==> src/sv/acsc_pkg.sv <==
// ----------------------------------------------------------------------------
// acsc_pkg
// Types and constants shared by the alarm clock snooze controller.
// ----------------------------------------------------------------------------
package acsc_pkg;

  localparam int TIMER_WIDTH_DEFAULT = 10;
  localparam int CFG_WIDTH = 10;
  localparam int CFG_INDEX_WIDTH = 2;
  localparam int HOUR_WIDTH = 5;
  localparam int MINUTE_WIDTH = 6;

  localparam logic [CFG_WIDTH-1:0] RING_SECONDS_RESET = CFG_WIDTH'(60 * 10);
  localparam logic [CFG_WIDTH-1:0] SNOOZE_SECONDS_RESET = CFG_WIDTH'(60 * 5);
  localparam logic [HOUR_WIDTH-1:0] HOUR_LAST = HOUR_WIDTH'(24 - 1);
  localparam logic [MINUTE_WIDTH-1:0] MINUTE_LAST = MINUTE_WIDTH'(60 - 1);

  localparam logic [CFG_INDEX_WIDTH-1:0] REG_RING_SECONDS = CFG_INDEX_WIDTH'(0);
  localparam logic [CFG_INDEX_WIDTH-1:0] REG_SNOOZE_SECONDS = CFG_INDEX_WIDTH'(1);

  typedef struct packed {
    logic [HOUR_WIDTH-1:0]   now_hour;
    logic [MINUTE_WIDTH-1:0] now_minute;
    logic                    second_tick;
    logic                    enable;
    logic                    snooze_press;
    logic                    mute_press;
    logic                    set_press;
    logic                    set_minute;
    logic                    on_set_screen;
  } item_t;

  typedef struct packed {
    logic                    buzzer_on;
    logic                    ringing;
    logic                    snoozing;
    logic                    mute_flag;
    logic [HOUR_WIDTH-1:0]   set_hour;
    logic [MINUTE_WIDTH-1:0] set_min;
  } result_t;

  typedef struct packed {
    logic                    active;
    logic                    snoozed;
    logic                    muted;
    logic [HOUR_WIDTH-1:0]   alarm_hour;
    logic [MINUTE_WIDTH-1:0] alarm_minute;
  } flags_t;

endpackage

==> src/sv/acsc_step.sv <==
// ----------------------------------------------------------------------------
// acsc_step
// Next-state and result logic for one request of the alarm controller.
// ----------------------------------------------------------------------------
module acsc_step #(
  parameter int TIMER_WIDTH = acsc_pkg::TIMER_WIDTH_DEFAULT
) (
  input  acsc_pkg::item_t                 item,
  input  acsc_pkg::flags_t                flags,
  input  logic [TIMER_WIDTH-1:0]          ring_count,
  input  logic [TIMER_WIDTH-1:0]          snooze_count,
  input  logic [acsc_pkg::CFG_WIDTH-1:0]  ring_seconds,
  input  logic [acsc_pkg::CFG_WIDTH-1:0]  snooze_seconds,
  output acsc_pkg::flags_t                flags_next,
  output logic [TIMER_WIDTH-1:0]          ring_count_next,
  output logic [TIMER_WIDTH-1:0]          snooze_count_next,
  output acsc_pkg::result_t               result_next
);

  localparam int CW = TIMER_WIDTH + acsc_pkg::CFG_WIDTH;
  localparam logic [TIMER_WIDTH-1:0] CNT_MAX = {TIMER_WIDTH{1'b1}};

  always_comb begin
    logic                                active;
    logic                                snoozed;
    logic                                muted;
    logic [acsc_pkg::HOUR_WIDTH-1:0]     hr;
    logic [acsc_pkg::MINUTE_WIDTH-1:0]   mn;
    logic [TIMER_WIDTH-1:0]              rc;
    logic [TIMER_WIDTH-1:0]              sc;
    logic                                match;

    active  = flags.active;
    snoozed = flags.snoozed;
    muted   = flags.muted;
    hr      = flags.alarm_hour;
    mn      = flags.alarm_minute;
    rc      = ring_count;
    sc      = snooze_count;

    if (item.snooze_press && active) begin
      snoozed = 1'b1;
      active  = 1'b0;
    end
    if (item.mute_press) begin
      muted = 1'b1;
    end

    if (!active && !item.enable && !snoozed && !muted) begin
      rc = '0;
      sc = '0;
      if (item.on_set_screen && item.set_press) begin
        if (item.set_minute) begin
          mn = (mn == acsc_pkg::MINUTE_LAST) ? '0 : mn + 1'b1;
        end else begin
          hr = (hr == acsc_pkg::HOUR_LAST) ? '0 : hr + 1'b1;
        end
      end
    end

    match = (item.now_hour == hr) && (item.now_minute == mn);

    if (!active && item.enable && !snoozed) begin
      rc = '0;
      sc = '0;
      if (!muted) begin
        if (match) begin
          active = 1'b1;
        end
      end else if (!match) begin
        muted = 1'b0;
      end
    end

    if (active && item.enable && !snoozed && !muted && item.second_tick) begin
      if (rc != CNT_MAX) begin
        rc = rc + 1'b1;
      end
      if ((CW'(rc) >= CW'(ring_seconds)) || (rc == CNT_MAX)) begin
        rc     = '0;
        active = 1'b0;
      end
    end

    if (!active && item.enable && snoozed && !muted) begin
      rc = '0;
      if (item.second_tick) begin
        if (sc != CNT_MAX) begin
          sc = sc + 1'b1;
        end
        if ((CW'(sc) >= CW'(snooze_seconds)) || (sc == CNT_MAX)) begin
          sc      = '0;
          active  = 1'b1;
          snoozed = 1'b0;
        end
      end
    end

    if ((active || snoozed) && item.enable && muted) begin
      active  = 1'b0;
      snoozed = 1'b0;
    end

    flags_next.active       = active;
    flags_next.snoozed      = snoozed;
    flags_next.muted        = muted;
    flags_next.alarm_hour   = hr;
    flags_next.alarm_minute = mn;
    ring_count_next         = rc;
    snooze_count_next       = sc;

    result_next.buzzer_on = active && item.enable && !snoozed && !muted;
    result_next.ringing   = active;
    result_next.snoozing  = snoozed;
    result_next.mute_flag = muted;
    result_next.set_hour  = hr;
    result_next.set_min   = mn;
  end

endmodule

==> src/sv/alarm_clock_snooze_controller.sv <==
// ----------------------------------------------------------------------------
// alarm_clock_snooze_controller
// Alarm controller with settable alarm time, timed ringing, snooze and mute.
// ----------------------------------------------------------------------------
// The block takes one request per clock cycle while the result is not
// stalled and presents one result per request: a request is captured in an
// input register, and the next-state logic then updates the alarm state and
// loads the result register. A stalled result holds both registers and
// stalls the input once the input register is full. Ring and snooze
// periods are counted in second ticks and are set by the ring_seconds and
// snooze_seconds registers, which should be written only while no request is
// in flight.
module alarm_clock_snooze_controller #(
  parameter int TIMER_WIDTH = acsc_pkg::TIMER_WIDTH_DEFAULT
) (
  input  logic                                clk,
  input  logic                                rst,
  input  logic                                item_valid,
  output logic                                item_stall,
  input  acsc_pkg::item_t                     item,
  output logic                                result_valid,
  input  logic                                result_stall,
  output acsc_pkg::result_t                   result,
  input  logic                                cfg_valid,
  output logic                                cfg_ready,
  input  logic [acsc_pkg::CFG_INDEX_WIDTH-1:0] cfg_index,
  input  logic [acsc_pkg::CFG_WIDTH-1:0]      cfg_data
);

  logic                           in_valid;
  acsc_pkg::item_t                in_item;
  acsc_pkg::flags_t               flags;
  acsc_pkg::flags_t               flags_next;
  logic [TIMER_WIDTH-1:0]         ring_count;
  logic [TIMER_WIDTH-1:0]         ring_count_next;
  logic [TIMER_WIDTH-1:0]         snooze_count;
  logic [TIMER_WIDTH-1:0]         snooze_count_next;
  logic [acsc_pkg::CFG_WIDTH-1:0] ring_seconds;
  logic [acsc_pkg::CFG_WIDTH-1:0] snooze_seconds;
  acsc_pkg::result_t              result_next;
  logic                           advance;

  assign advance    = !result_valid || !result_stall;
  assign item_stall = in_valid && !advance;
  assign cfg_ready  = 1'b1;

  acsc_step #(
    .TIMER_WIDTH(TIMER_WIDTH)
  ) u_step (
    .item              (in_item),
    .flags             (flags),
    .ring_count        (ring_count),
    .snooze_count      (snooze_count),
    .ring_seconds      (ring_seconds),
    .snooze_seconds    (snooze_seconds),
    .flags_next        (flags_next),
    .ring_count_next   (ring_count_next),
    .snooze_count_next (snooze_count_next),
    .result_next       (result_next)
  );

  always_ff @(posedge clk) begin
    if (rst) begin
      ring_seconds   <= acsc_pkg::RING_SECONDS_RESET;
      snooze_seconds <= acsc_pkg::SNOOZE_SECONDS_RESET;
    end else if (cfg_valid && cfg_ready) begin
      case (cfg_index)
        acsc_pkg::REG_RING_SECONDS:   ring_seconds   <= cfg_data;
        acsc_pkg::REG_SNOOZE_SECONDS: snooze_seconds <= cfg_data;
        default: ;
      endcase
    end
  end

  always_ff @(posedge clk) begin
    if (rst) begin
      in_valid <= 1'b0;
    end else if (item_valid && !item_stall) begin
      in_valid <= 1'b1;
    end else if (advance) begin
      in_valid <= 1'b0;
    end
    if (item_valid && !item_stall) begin
      in_item <= item;
    end
  end

  always_ff @(posedge clk) begin
    if (rst) begin
      flags        <= '0;
      ring_count   <= '0;
      snooze_count <= '0;
      result_valid <= 1'b0;
    end else if (advance) begin
      result_valid <= in_valid;
      if (in_valid) begin
        flags        <= flags_next;
        ring_count   <= ring_count_next;
        snooze_count <= snooze_count_next;
      end
    end
    if (advance && in_valid) begin
      result <= result_next;
    end
  end

endmodule
==> config.mk <==
export PLATFORM = sky130hd
export DESIGN_NAME = alarm_clock_snooze_controller
export DESIGN_NICKNAME = d
export VERILOG_FILES = /design/src/sv/acsc_pkg.sv /design/src/sv/acsc_step.sv /design/src/sv/alarm_clock_snooze_controller.sv
export SDC_FILE = /design/constraint.sdc
export NUM_CORES = 1
export LEC_CHECK = 0
export ABC_AREA = 1
export BUFFER_PORTS_ARGS = -buffer_cell sky130_fd_sc_hd__buf_2
export CAP_MARGIN = 40
export CORE_UTILIZATION = 55
export DETAILED_ROUTE_END_ITERATION = 10
export PLACE_DENSITY = 0.74
export SLEW_MARGIN = 20
export SYNTH_ARGS = -nofsm -noshare
export SYNTH_HDL_FRONTEND = slang
export SYNTH_HIERARCHICAL = 1
export SYNTH_SLANG_ARGS = --single-unit
export TNS_END_PERCENT = 30
==> constraint.sdc <==
create_clock -name clk -period 9 [get_ports clk]
set_input_delay 0.9 -clock clk [delete_from_list [all_inputs] [get_ports clk]]
set_output_delay 0.9 -clock clk [all_outputs]
set_load 0.01 [all_outputs]
# == After elaboration in Yosys (flattened, before gate mapping) ==
# Index checks and enable logic that the tools add are counted.
# op_classes
n_lt_le_gt_ge,2
eq_ne,9
mux,44
add_sub_neg,4
mul,0
n_reduce_logical,43
n_shift,0
div,0
bitwise,0
# op_table
cell,n
$mux 10,15
$mux 6,4
$logic_and 1x1->1,23
$mux 1,21
$add 10x1->10 const B,2
$eq 10x10->1 const B,2
$ge 10x10->1,2
$mux 5,4
$ne 10x10->1 const B,2
$logic_not 1->1,11
$add 6x1->6 const B,1
$eq 6x6->1,1
$eq 6x6->1 const B,1
$reduce_and 2->1,3
$add 5x1->5 const B,1
$eq 5x5->1,1
$eq 5x5->1 const B,1
$logic_or 1x1->1,4
$eq 2x1->1 const B,1
$logic_not 2->1,1
$reduce_bool 2->1,1
# totals
n_memories,0
wordCells,128
out_inout_bits,18
latch_bits,0
mem_bits_rw,0
in_bits,35
mem_bits_ro,0
ff_bits,89

# == Depth between registers and ports, before layout ==
# logic_depth
word_depth,38
mapped_depth,30
depth_no_buf,29

# == Modules after synthesis ==
# The synthesis kept the hierarchy.
# modules_own_cells
module,seq_area_each_um2,area_each_um2,instances,cells_per_inst
alarm_clock_snooze_controller,2112.0,3374.5,1,351
acsc_step,0.0,2889.0,1,549

# == Least setup slack after synthesis ==
# OpenSTA, ideal clock, no wires.
# synth_path
path_kind,register to register
startpoint,register in_item[5] in the netlist's numbering
endpoint,register snooze_count[4]
setup_time_ps,115
t_arrival_ps,3489
path_buffers,3
path_slack_ps,5396
required_ps,8885
period_less_slack_ps,3604
stages_incl_launch_ff,30
path_cell_list,edfxtp_1 inv_2 nand3_4 buf_6 buf_6 nand3_1 inv_1 ha_1 nand3_1 nor2_4 nand3_1 o21ai_0 inv_1 ha_1 nand2_1 nor2_1 o211ai_1 o2111ai_1 a31oi_1 nand2_1 inv_2 nand2_4 nand3_4 inv_4 buf_8 nand2_1 o21ai_2 nand3b_1 nand2_1 nor2_1
# synth_between
elab_chain_cells,20
word_cells_on_any_way,50
classes_between,add/sub: 2; order compare: 2; eq/ne: 6; mux: 22; reduce/logical: 18
# synth_lines
element,line_no,rtl
start: declaration,alarm_clock_snooze_controller.sv:31,acsc_pkg::item_t in_item;
start signal: assignment,alarm_clock_snooze_controller.sv:84,in_item <= item;
branches (longest 19 deep; another with $add 10x1->10),-,
$mux 10 *,acsc_step.sv:85,if (!active && item.enable && snoozed && !muted) begin
net snooze_count_next[4],alarm_clock_snooze_controller.sv:37,logic [TIMER_WIDTH-1:0] snooze_count_next;
end signal: assignment,alarm_clock_snooze_controller.sv:99,snooze_count <= snooze_count_next;
end: declaration,alarm_clock_snooze_controller.sv:36,logic [TIMER_WIDTH-1:0] snooze_count;
# Mark *: on every way through the listed nets, which the timed path passes. The select of a mux whose other input is x is not followed.
# A chain may end at the register's enable or synchronous reset.

==> flow_summary_export.csv <==
group,metric,value,unit
synthesis,ys_warn_count,6,
global_route,first_global_vias,4952,
placed_design,hpwl,9920,µm
floorplanning,core,11000,µm²
clock_tree,cts_max_level,3,
global_route,grt_pass1_wl,23400,µm
setup_path,critPathMaxFanout,26,
clock_tree,clockBufferDepth,2,
setup_path,r2r_start,"in_item[5]",
finish,final_cell_mix,"251 x nand2_1, 105 x nor2_1, 97 x inv_1, 77 x nand3_1, 55 x dfxtp_1",
clock_tree,path_clk_slew,70,ps
synthesis,synth_seq_cells,89,
synthesis,syn_nets,959,
global_route,grt_use_total,25.1,%
setup_path,r2r_cells,25,
setup_path,startpoint,"in_item[5]",
routing,firstDrtPassIters,5,
finish,seq_area,2110,µm²
clock_tree,clock_sinks,89,
timing,rsz0062_at_grt,"false",
power,seqPwrFrac,45.0,%
finish,num-fill-cells,1064,
floorplanning,die_h,109,µm
floorplanning,io_pins,53,
synthesis,synthCells,900,
timing,finalSetupTns,0,ps
clock_tree,cts_root_buf,"clkbuf_16",
power,switching_share,29.6,%
finish,layout-drive-gt1-share,12.7,%
power,power_density,153,nW/µm²
power,p_leak,3.28,nW
placed_design,numPortBuffers,51,
global_route,grt_max_degree,71,
routing,drc_errors,0,
status,status,"completed",
synthesis,ys_types,42,
synthesis,synth-seq-area-share,33.7,%
floorplanning,die-area,11800,µm²
timing,min_period,4200,ps
clock_tree,cts_tree,"yes",
setup_path,end_kind,"register",
routing,wl,14100,µm
routing,wl_per_cell,13.2,µm
timing,finalCritPeriodShare,46.7,%
power,pwr-share-comb,16.5,%
setup_path,cp.required,9240,ps
setup_path,cp-start-kind,"register",
finish,antenna_cells,0,
global_route,grt_antenna_before_repair,0,
timing,hold_violations,0,
timing,drv_slew,0,
power,peakVddDrop,0.251,mV
hold_path,hold_path_depth,2,
floorplanning,row_count,38,
finish,final_common_cell,"nand2_1",
finish,instances_no_fill,1062,
timing,fin_skew,8.04,ps
setup_path,crit_arrival,4440,ps
clock_tree,holdBufCountCts,0,
clock_tree,post-cts-setup-buffers,0,
run,maxCapViolCount,0,
placed_design,place_inst,1046,
synthesis,synth_ff_type,"dfxtp_1",
routing,vias,5691,
finish,final_nets,976,
finish,area_delta_synth_final,7.15,%
finish,multi_input_area,3420,µm²
floorplanning,start_util,57.0,%
timing,setup_viol,0,
synthesis,synth-edff-count,33,
timing,worstMarginPinSlew,813,ps
routing,ant_nets,0,
clock_tree,ctsResizeCount,0,
timing,finalHoldWorstSlack,463,ps
synthesis,netlist_area,6260,µm²
setup_path,worst-setup-path-type,"register to register",
clock_tree,clk_latency,350,ps
timing,timing.slew.headroom,45.6,%
timing,max_freq,238,MHz
synthesis,ys_async_sr_fraction,0,%
power,switchingPower,0.000305,W
power,p_total,0.00103,W
routing,drt_iter0_drc,374,
synthesis,avgSynthCellArea,6.96,µm²
clock_tree,cts_made_buffers,9,
floorplanning,die_w,109,µm
power,intPower,0.000725,W
hold_path,hp-start,"ring_seconds[4]",
global_route,overflow,0,
power,clockPowerShare,38.5,%
routing,via_per_inst,5.36,
hold_path,min_path_type,"register to register",
placed_design,place.gp.congestion,0.913,
per-layer routing:
layer / up-vias / track usage (%) / wire length [µm]
li1: 2968 / - / -
met2: 125 / 39.2 / 6310
met1: 2585 / 35.2 / 6820
met5: - / 0 / 0
met4: 0 / 5.79 / 167
met3: 13 / 5.50 / 758
power groups by stage:
stage               clock (W)  combinational (W)  sequential (W)
CTS                  0.000406           0.000169        0.000463
global route         0.000424           0.000194        0.000467
floorplan                   0           0.000141        0.000467
global placement            0           0.000165        0.000472
finish               0.000396           0.000170        0.000463
detailed placement          0           0.000168        0.000472
path summary, 6_finish.rpt:
check / endpoint / slack, ps
worst max-delay path: flags[13] / 4800
worst min-delay path: ring_seconds[4] / 460
worst max register to register: flags[13] / 4800
worst min register to register: ring_seconds[4] / 460
Yosys cell counts, types with 2 or more instances:
cell type	count	area share, %
nand3_2	2	0.32
a22oi_1	3	0.36
edfxtp_1	33	16
nand2_2	6	0.60
nor2_2	2	0.20
nor4_1	3	0.30
o22ai_1	2	0.20
nor2_1	105	6.3
inv_1	97	5.8
clkbuf_1	3	0.18
nor3_1	4	0.32
a31oi_1	2	0.20
nand3_1	77	6.2
xor2_1	5	0.70
nand3b_1	40	4.8
o21ai_0	14	1.1
nand4_1	20	2.0
o21ai_2	4	0.56
nand4_2	2	0.40
buf_6	7	1.3
a21oi_2	2	0.28
a21oi_1	53	4.2
inv_2	6	0.36
buf_2	21	1.7
o2111ai_1	2	0.28
nand3_4	5	1.4
nor2_4	10	1.8
nand2_1	252	15
ha_1	24	4.8
a2bb2oi_1	4	0.56
inv_4	2	0.20
buf_4	17	2.0
o21ai_1	6	0.48
dfxtp_1	56	18
o211ai_1	2	0.24
metrics by stage:
stage	worst slack, ps	instance area, µm²	utilization [%]
floorplan	5400	6260	-
global placement	4880	6380	58.1
detailed placement	4870	6400	58.3
CTS	4820	6710	61.1
global route	4360	6710	61.1
finish	4800	6710	61.1
kinds of logic after synthesis:
logic type	Yosys count	share of synthesized area, %
compound gates	96	8.75
fa+ha+maj	24	4.79
xor+xnor	5	0.699
buf+inv	154	11.8
other cells	1	0.0599
simple gates	531	40.2
flops	89	33.7
flip-flops by register name, indices dropped and copies added, names as in the netlist:
signal,cells
in_valid,1
flags,14
result_valid,1
ring_seconds,10
ring_count,10
in_item,18
result,15
snooze_seconds,10
snooze_count,10
critical path, stage by stage (launching register included):
cell       delay [ps]
edfxtp_1          480
nand3_4           330
nand2_1            90
nor2_1            280
ha_1              250
inv_1              70
nor2_1            100
nand4_1           170
nor2_2            260
nand3_1           140
nand2_1            90
nand2_1            90
ha_1              300
inv_1              60
nor2_1             30
o211ai_1          150
o2111ai_1         120
a31oi_1           210
nand2_2           130
a21oi_2           180
o21ai_2            80
o21ai_0            90
inv_1              90
nand3b_1          150
nand2_1            90
nor2_1             40
area by class of cell:
| type | count | share of cell area (%) |
|---|---|---|
| well taps | 140 | 2.61 |
| clock inverters | 7 | 1.25 |
| inverters | 105 | 5.95 |
| flip-flops and latches | 89 | 31.5 |
| repair buffers | 55 | 4.44 |
| clock buffers | 9 | 3.36 |
| multi-input cells | 657 | 50.9 |
No activity file was read; power rests on OpenSTA's default activity.
